===== src/rtl/xsh_pkg.sv =====
// shared types, constants and lane functions of the four-lane xoshiro256++ core
// depends on nothing; used by every other file of the block but the two channel interfaces
package xsh_pkg;

	localparam int WORD_W     = 64;
	localparam int LANE_IDX_W = 3;
	localparam int BIT_IDX_W  = 8;

	localparam logic [1:0] CMD_NEXT = 2'd0;
	localparam logic [1:0] CMD_SEED = 2'd1;
	localparam logic [1:0] CMD_LOAD = 2'd2;
	localparam logic [1:0] CMD_READ = 2'd3;

	localparam logic [63:0] LCG_MUL = 64'h5851_f42d_4c95_7f2d;
	localparam logic [63:0] LCG_ADD = 64'h1405_7b7e_f767_814f;

	localparam logic [255:0] JUMP_POLY = {
		64'h39ab_dc45_29b1_661c, 64'ha958_2618_e03f_c9aa,
		64'hd5a6_1266_f0c9_392c, 64'h180e_c6d3_3cfd_0aba
	};

	localparam logic [63:0] RESET_TABLE [16] = '{
		64'hd5a9_86ae_75c9_a33b, 64'h1016_d8e3_483a_8f0f,
		64'h81f9_e626_0eb8_e5df, 64'hfa9b_718d_8d07_69bf,
		64'h7778_8d12_d7c3_f90a, 64'h8480_d040_1b60_cca6,
		64'h84b0_c73f_9296_7168, 64'h699d_3c09_7d2a_746d,
		64'h9bb2_5b5d_4797_5e04, 64'h7a98_b60b_cc8d_9aac,
		64'hdea3_ef04_2916_16cd, 64'had69_44fe_d639_d10b,
		64'ha3aa_7908_8ad4_f6e6, 64'hfe26_edc7_83fd_076a,
		64'hc59a_a1a5_97d9_ccc7, 64'h9937_52ab_8d4d_5eba
	};

	typedef logic [3:0][WORD_W-1:0] lane_t;

	typedef struct packed {
		logic                  step_all;
		logic                  load_words;
		logic                  seed_latch;
		logic                  mul_en;
		logic [1:0]            mul_phase;
		logic [1:0]            seed_word;
		logic                  jump_load;
		logic                  jump_run;
		logic                  jump_store;
		logic [BIT_IDX_W-1:0]  jump_bit;
		logic [LANE_IDX_W-1:0] src_lane;
		logic [LANE_IDX_W-1:0] dst_lane;
		logic                  emit;
		logic                  emit_from_lane0;
		logic [LANE_IDX_W-1:0] emit_idx;
		logic                  emit_last;
	} dp_cmd_t;

	typedef struct packed {
		logic out_free;
	} dp_stat_t;

	function automatic lane_t reset_lane(input int k);
		lane_t r;
		r = '0;
		if (k < 4) begin
			r[0] = RESET_TABLE[k * 4];
			r[1] = RESET_TABLE[k * 4 + 1];
			r[2] = RESET_TABLE[k * 4 + 2];
			r[3] = RESET_TABLE[k * 4 + 3];
		end
		return r;
	endfunction

	function automatic lane_t advance(input lane_t s);
		lane_t            n;
		logic [WORD_W-1:0] t;
		t = s[1] << 17;
		n = s;
		n[2] = n[2] ^ n[0];
		n[3] = n[3] ^ n[1];
		n[1] = n[1] ^ n[2];
		n[0] = n[0] ^ n[3];
		n[2] = n[2] ^ t;
		n[3] = {n[3][18:0], n[3][63:19]};
		return n;
	endfunction

	function automatic logic [WORD_W-1:0] out_word(input lane_t s);
		logic [WORD_W-1:0] sum;
		sum = s[0] + s[3];
		return {sum[40:0], sum[63:41]} + s[0];
	endfunction

endpackage


===== src/rtl/xsh_ctrl.sv =====
// command sequencer: request handshake, emit, seed and jump sequencing
// depends on xsh_pkg; commands xsh_datapath through xsh_pkg::dp_cmd_t
module xsh_ctrl #(
	parameter int LANES = 4
) (
	input  logic              clk,
	input  logic              arst_n,
	input  logic              in_valid,
	output logic              in_ready,
	input  logic [1:0]        in_cmd,
	input  xsh_pkg::dp_stat_t stat,
	output xsh_pkg::dp_cmd_t  cmd
);

	localparam logic [2:0] ST_IDLE   = 3'd0;
	localparam logic [2:0] ST_EMIT   = 3'd1;
	localparam logic [2:0] ST_SEED   = 3'd2;
	localparam logic [2:0] ST_JLOAD  = 3'd3;
	localparam logic [2:0] ST_JRUN   = 3'd4;
	localparam logic [2:0] ST_JSTORE = 3'd5;

	localparam logic [2:0] ST_RESET = (LANES > 4) ? ST_JLOAD : ST_IDLE;
	localparam logic [xsh_pkg::LANE_IDX_W-1:0] LAST_LANE = xsh_pkg::LANE_IDX_W'(LANES - 1);
	localparam logic [xsh_pkg::LANE_IDX_W-1:0] DST_RESET =
		(LANES > 4) ? xsh_pkg::LANE_IDX_W'(4) : xsh_pkg::LANE_IDX_W'(1);

	logic [2:0]                          state_q;
	logic [xsh_pkg::LANE_IDX_W-1:0]      idx_q;
	logic [xsh_pkg::LANE_IDX_W-1:0]      last_idx_q;
	logic                                from_lane0_q;
	logic [xsh_pkg::LANE_IDX_W-1:0]      dst_q;
	logic [xsh_pkg::BIT_IDX_W-1:0]       bit_q;
	logic [1:0]                          phase_q;
	logic [1:0]                          word_q;
	logic                                take;
	logic                                emit_last;

	assign in_ready  = (state_q == ST_IDLE);
	assign take      = in_valid && in_ready;
	assign emit_last = (idx_q == last_idx_q);

	always_ff @(posedge clk or negedge arst_n) begin
		if (!arst_n) begin
			state_q      <= ST_RESET;
			idx_q        <= '0;
			last_idx_q   <= '0;
			from_lane0_q <= 1'b0;
			dst_q        <= DST_RESET;
			bit_q        <= '0;
			phase_q      <= '0;
			word_q       <= '0;
		end else begin
			case (state_q)
				ST_IDLE: begin
					if (take) begin
						idx_q   <= '0;
						phase_q <= '0;
						word_q  <= '0;
						dst_q   <= xsh_pkg::LANE_IDX_W'(1);
						case (in_cmd)
							xsh_pkg::CMD_NEXT: begin
								state_q      <= ST_EMIT;
								last_idx_q   <= LAST_LANE;
								from_lane0_q <= 1'b0;
							end
							xsh_pkg::CMD_READ: begin
								state_q      <= ST_EMIT;
								last_idx_q   <= xsh_pkg::LANE_IDX_W'(3);
								from_lane0_q <= 1'b1;
							end
							xsh_pkg::CMD_SEED: begin
								state_q <= ST_SEED;
							end
							default: begin
								state_q <= (LANES > 1) ? ST_JLOAD : ST_IDLE;
							end
						endcase
					end
				end
				ST_EMIT: begin
					if (stat.out_free) begin
						if (emit_last) begin
							state_q <= ST_IDLE;
						end else begin
							idx_q <= idx_q + 1'b1;
						end
					end
				end
				ST_SEED: begin
					phase_q <= phase_q + 1'b1;
					if (phase_q == 2'd3) begin
						word_q <= word_q + 1'b1;
						if (word_q == 2'd3) begin
							state_q <= (LANES > 1) ? ST_JLOAD : ST_IDLE;
						end
					end
				end
				ST_JLOAD: begin
					bit_q   <= '0;
					state_q <= ST_JRUN;
				end
				ST_JRUN: begin
					bit_q <= bit_q + 1'b1;
					if (&bit_q) begin
						state_q <= ST_JSTORE;
					end
				end
				ST_JSTORE: begin
					if (dst_q == LAST_LANE) begin
						state_q <= ST_IDLE;
					end else begin
						dst_q   <= dst_q + 1'b1;
						state_q <= ST_JLOAD;
					end
				end
				default: begin
					state_q <= ST_IDLE;
				end
			endcase
		end
	end

	always_comb begin
		cmd                 = '0;
		cmd.step_all        = take && in_cmd == xsh_pkg::CMD_NEXT;
		cmd.load_words      = take && in_cmd == xsh_pkg::CMD_LOAD;
		cmd.seed_latch      = take && in_cmd == xsh_pkg::CMD_SEED;
		cmd.mul_en          = (state_q == ST_SEED);
		cmd.mul_phase       = phase_q;
		cmd.seed_word       = word_q;
		cmd.jump_load       = (state_q == ST_JLOAD);
		cmd.jump_run        = (state_q == ST_JRUN);
		cmd.jump_store      = (state_q == ST_JSTORE);
		cmd.jump_bit        = bit_q;
		cmd.src_lane        = dst_q - 1'b1;
		cmd.dst_lane        = dst_q;
		cmd.emit            = (state_q == ST_EMIT) && stat.out_free;
		cmd.emit_from_lane0 = from_lane0_q;
		cmd.emit_idx        = idx_q;
		cmd.emit_last       = emit_last;
	end

	a_emit_needs_room: assert property (@(posedge clk) disable iff (!arst_n)
		cmd.emit |-> stat.out_free)
		else $error("emit while output register is occupied");

	a_next_goes_emit: assert property (@(posedge clk) disable iff (!arst_n)
		(take && in_cmd == xsh_pkg::CMD_NEXT) |=> (state_q == ST_EMIT && idx_q == '0))
		else $error("next transaction did not start emitting at lane 0");

	a_store_not_lane0: assert property (@(posedge clk) disable iff (!arst_n)
		cmd.jump_store |-> (dst_q != '0 && dst_q <= LAST_LANE))
		else $error("jump result stored to an invalid lane");

	a_last_ends_run: assert property (@(posedge clk) disable iff (!arst_n)
		(cmd.emit && cmd.emit_last) |=> (state_q == ST_IDLE))
		else $error("last result emitted but sequencer did not return to idle");

	a_run_then_store: assert property (@(posedge clk) disable iff (!arst_n)
		(state_q == ST_JRUN && &bit_q) |=> (state_q == ST_JSTORE))
		else $error("jump did not store after its final step");

endmodule


===== config.mk =====
export PLATFORM = sky130hd
export DESIGN_NAME = xsh_ctrl
export DESIGN_NICKNAME = d
export VERILOG_FILES = /design/src/rtl/xsh_pkg.sv /design/src/rtl/xsh_ctrl.sv
export SDC_FILE = /design/constraint.sdc
export NUM_CORES = 1
export LEC_CHECK = 0
export BUFFER_PORTS_ARGS = -buffer_cell sky130_fd_sc_hd__buf_2
export CORE_ASPECT_RATIO = 1.2
export CORE_MARGIN = 5
export CORE_UTILIZATION = 30
export CTS_BUF_LIST = sky130_fd_sc_hd__clkbuf_16
export DETAILED_ROUTE_END_ITERATION = 10
export PLACE_DENSITY = 0.62
export SKIP_LAST_GASP = 1
export SLEW_MARGIN = 30
export SYNTH_ARGS = -nofsm -noshare
export SYNTH_HDL_FRONTEND = slang
export SYNTH_SLANG_ARGS = --single-unit

===== constraint.sdc =====
create_clock -name clk -period 2.2 [get_ports clk]
set_input_delay 0.11 -clock clk [delete_from_list [all_inputs] [get_ports clk]]
set_output_delay 0.11 -clock clk [all_outputs]
set_load 0.005 [all_outputs]

# After elaboration in Yosys (flattened, before gate mapping)
# Index checks and enable logic that the tools add are counted.
# word_totals
input_bits,6
out_inout_bits,32
regBits,23
# op_classes
n_eq_ne,20
add_sub_neg,6
n_mux,22
n_reduce_logical,21
# ops
operator,count
two-way mux 3 bit,11
one-hot mux 3 bit (6 select lines),1
one-hot mux 8 bit (2 select lines),1
one-hot mux 2 bit (2 select lines),3
one-hot mux 3 bit (2 select lines),2
AND reduction 3 bit,4
nonzero test 2 bit,5
== test 3 x 2 -> 1 bit (second input constant),3
adder 8 x 1 -> 8 bit (second input constant),1
== test 2 bit (second input constant),4
!= test 2 x 1 -> 1 bit (second input constant),4
!= test 2 bit (second input constant),4
AND reduction 8 bit,1
adder 3 x 1 -> 3 bit (second input constant),2
== test 3 bit (second input constant),2
two-way mux 2 bit,3
AND reduction 6 bit,1
logical AND 1 bit,5
adder 2 x 1 -> 2 bit (second input constant),2
AND reduction 4 bit,1
== test 3 x 1 -> 1 bit (second input constant),1
== test 3 x 2 -> 1 bit,1
zero test 3 bit,1
subtractor 3 x 1 -> 3 bit (second input constant),1
5 further kinds,5

# Longest topological paths before layout
# logic_depth
word_depth,5
ltp_mapped,6
ltp_nobuf,6

# Least setup slack after synthesis
# OpenSTA, ideal clock, no wires.
# synth_timing
kind,flip-flop to flip-flop
from,register state_q[1]
to,register from_lane0_q
path_buffers,1
path_stages_with_launch,6
arrival_ps,1362
synth_period_minus_slack_ps,1489
slack_ps,711
path_cell_list,dfrtp_1 buf_4 nor3_1 nand2_1 nor2_1 mux2_1
# synth_between
elab_chain_len,3
# synth_rtl
element,line_no,source
"start, declared",xsh_ctrl.sv:27,logic [2:0] state_q;
"start signal, assigned",xsh_ctrl.sv:75,state_q <= (LANES > 1) ? ST_JLOAD : ST_IDLE;
"start signal, assigned",xsh_ctrl.sv:94,state_q <= (LANES > 1) ? ST_JLOAD : ST_IDLE;
zero test 3 bit *,xsh_ctrl.sv:38,assign in_ready = (state_q == ST_IDLE);
net in_ready,xsh_ctrl.sv:9,"output logic in_ready,"
logical AND 1 bit,xsh_ctrl.sv:39,assign take = in_valid && in_ready;
AND reduction 3 bit (no line) *,-,
"end signal, assigned",xsh_ctrl.sv:47,from_lane0_q <= 1'b0;
"end signal, assigned",xsh_ctrl.sv:64,from_lane0_q <= 1'b0;
"end signal, assigned",xsh_ctrl.sv:69,from_lane0_q <= 1'b1;
"end, declared",xsh_ctrl.sv:30,logic from_lane0_q;
# The timed path passes the listed nets; every way through them passes the cells marked *.
# A chain may end at the register's enable or synchronous reset.

==> summary.txt <==
Worst hold path
  • Hold Crit Class: primary input to flip-flop
  • Hold Crit Depth: 3
  • Hold Crit Endpoint: state_q[0]$_DFFE_PN0P_
  • Hold path start: stat

Floorplanning
  • I/O pins: 38
  • Cell Rows: 27
  • DIE WIDTH: 72.20 um
  • Floorplan Core Area: 0.004561 sq mm
  • DIE AREA: 0.006110 sq mm
  • Initial Util: 0.3053
  • Die boundary height: 84.64 um

Route
  • Vias/cell: 4.877
  • Routed Antenna Nets: 0
  • Routed WL per cell: 12.61 um
  • DRC viols: 0
  • Met1 Wirelength: 1299 um
  • Via count: 1151
  • DRT Pass-1 Iters: 4
  • WL met3: 175 um
  • DRT iter0 DRCs: 41
  • Met2 Wirelength: 1451 um
  • Final wirelength: 2976 um
  • Highest metal used: met4

STA
  • Setup TNS: 0 ns
  • Tmin final: 1.897 ns
  • Hold Vio Cnt, Final: 0
  • RSZ-0062 raised after global routing: no
  • Worst Tran Pin Value: 0.6176 ns
  • Skew final: 0.001291 ns
  • Peak Freq: 0.5273 GHz
  • Worst slew margin: 0.5872
  • Final period util: 0.8621
  • Setup Viol. Count Final: 0
  • Final slew viol count: 0

Global routing
  • First-pass GRT wire length: 5030 um
  • Initial antenna violation count: 0
  • Pin count of the biggest net entering global routing: 24
  • Gr usage total: 0.1024
  • Number of global-route vias before repair: 1099
  • Total grt overflow: 0

Pwr
  • Pwr dens: 1149 mW/mm^2
  • Tot Pwr: 1.961 mW
  • Pleak: 0.8898 nW
  • Worst VDD drop: 0.3456 mV

Logic synthesis
  • Mapped cell area: 0.001393 sq mm
  • Most common flop cell mapped by yosys: dfrtp_1
  • Register bit total from synthesis: 23
  • Syn nets: 158
  • Netlist cell types: 41
  • Post-synth EDFFs: 0
  • Cells after synthesis: 141
  • Post-synthesis async set-or-reset flop share: 1.000
  • Average footprint of a synthesized cell: 9.876 sq um
  • Area contributors post-synth: dfrtp_1 40%, ha_1 9.9%, nand2_1 5.1%
  • Sequential cell area fraction in the yosys report: 0.4142
  • Share of the synthesized area in the top cell type: 0.3953
  • Largest area contributor in the netlist: dfrtp_1
  • YS warnings: 0

Clock network
  • CTS tree: done
  • Clock sinks: 23
  • Reg clk slew, reported paths: 0.06 ns
  • Post-cts resize count: 0
  • CTS H-tree depth: 1
  • CTS buffer count: 3
  • Root Buffer: clkbuf_16
  • CTS max path bufs: 2
  • Clk Latency, worst-skew pair: 0.26 ns

Setup path
  • WP data required: 2.09 ns
  • CP Max Fanout: 16
  • Worst path arrival time: 1.79 ns
  • RR Startpoint: state_q[0]$_DFFE_PN0P_
  • Cell count of the worst reg-to-reg path: 3
  • Worst flop-to-flop path endpoint: word_q[1]$_DFFE_PN0P_
  • CP Launch Type: flip-flop
  • Crit Path Category: flip-flop to primary output
  • Reg-to-reg slack, setup: 0.46 ns
  • Crit end category: primary output

Cells and area
  • Post-route cell area: 0.001707 sq mm
  • Commonest cells after routing, fill and taps aside: 37 x buf_2, 22 x dfrtp_1, 19 x nand2_1, 11 x ha_1, 8 x inv_1
  • Syn-to-layout area delta: 22.55%
  • Most common cell after layout, fill and taps aside: buf_2
  • Final Util: 0.3742
  • Share of post-route cells with drive strength above 1: 0.2978
  • Fin nets: 196
  • Ant. Diodes: 0

Status
  • Status: finished, final reports clean

Job
  • Max-Cap Viols: 0

Placement
  • PortBufs: 37
  • Gpl congestion: 0.7414
  • DP Area: 0.001618 sq mm
  • DP Wirelength: 2287 um
==> state kept, by name (all words and copies together), names as in the netlist <==
signal,count
word_q,2
state_q,3
from_lane0_q,1
bit_q,8
phase_q,2
last_idx_q,1
dst_q,3
idx_q,3
==> metrics by stage <==
| stage | hold WS [ns] | std cells | worst slack, ns |
|---|---|---|---|
| after floorplan | -0.1856 | 141 | 0.7107 |
| after global placement | 0.1243 | 231 | 0.4893 |
| after detailed placement | 0.1261 | 231 | 0.4435 |
| after CTS | 0.1893 | 236 | 0.2751 |
| after global routing | 0.1981 | 236 | 0.1870 |
| final | 0.1941 | 236 | 0.3034 |
==> synthesized netlist by cell type (2+ instances only) <==
| library cell | number |
|---|---|
| a21oi_1 | 6 |
| a31oi_1 | 2 |
| a32o_1 | 2 |
| and2_1 | 3 |
| and3_1 | 2 |
| buf_2 | 2 |
| buf_4 | 3 |
| dfrtp_1 | 22 |
| ha_1 | 11 |
| inv_1 | 7 |
| inv_2 | 4 |
| mux2i_1 | 6 |
| nand2_1 | 19 |
| nand3_1 | 4 |
| nand4_1 | 3 |
| nor2_1 | 7 |
| nor3_1 | 4 |
| nor3b_1 | 2 |
| nor4b_2 | 2 |
| o21ai_1 | 7 |
| o31ai_1 | 2 |
| xor2_1 | 2 |
==> worst max-delay path, cell delays in order (launching register included) <==
cell	delay [ns]
dfrtp_1	0.55
nor4b_2	0.66
and2_1	0.21
buf_2	0.11
==> cell type report <==
type | count | area, sq um
Tap cell | 58 | 72.57
Timing Repair Buffer | 38 | 195.2
Clock inverter | 1 | 3.754
Sequential cell | 23 | 576.8
Clock buffer | 3 | 75.07
Fill cell | 468 | 2854
Multi-Input combinational cell | 102 | 742.0
Inverter | 11 | 41.29
==> per-layer routing <==
layer / vias up / GRT usage
li1: 579 / -
met1: 540 / 0.1295
met2: 27 / 0.1632
met3: 5 / 0.02635
met4: 0 / 0.04274
met5: - / 0
==> worst max-delay path by stage <==
stage | start | endpoint | slack [ns]
2_1_floorplan | state_q[1]$_DFFE_PN0P_ | from_lane0_q$_DFFE_PN0P_ | 0.71
3_3_place_gp | state_q[0]$_DFFE_PN0P_ | word_q[1]$_DFFE_PN0P_ | 0.49
3_5_place_dp | state_q[0]$_DFFE_PN0P_ | word_q[1]$_DFFE_PN0P_ | 0.44
4_1_cts | state_q[0]$_DFFE_PN0P_ | cmd[28] | 0.28
5_1_grt | state_q[0]$_DFFE_PN0P_ | cmd[30] | 0.19
6_report | state_q[0]$_DFFE_PN0P_ | cmd[30] | 0.30
==> power by group <==
group	switching, mW	internal, mW	leakage, nW
clock network	0.149	0.243	0.0423
registers	0.205	0.551	0.299
logic	0.412	0.402	0.549
total	0.766	1.19	0.890
==> cells by family after synthesis <==
kind of cell	share of synthesized area
xor+xnor	0.01258
fa+ha+maj	0.09883
simple gates	0.2408
compound gates	0.1213
mux	0.05930
flops	0.4142
buf+inv	0.05301
==> what timing repair did <==
action / CTS / global route
hold buffers: 1 / 0
setup buffers: 0 / 0
hold endpoints to repair: 22 / 0
endpoints found under the setup margin: 0 / 0
No activity file was read; power rests on OpenSTA's default activity.
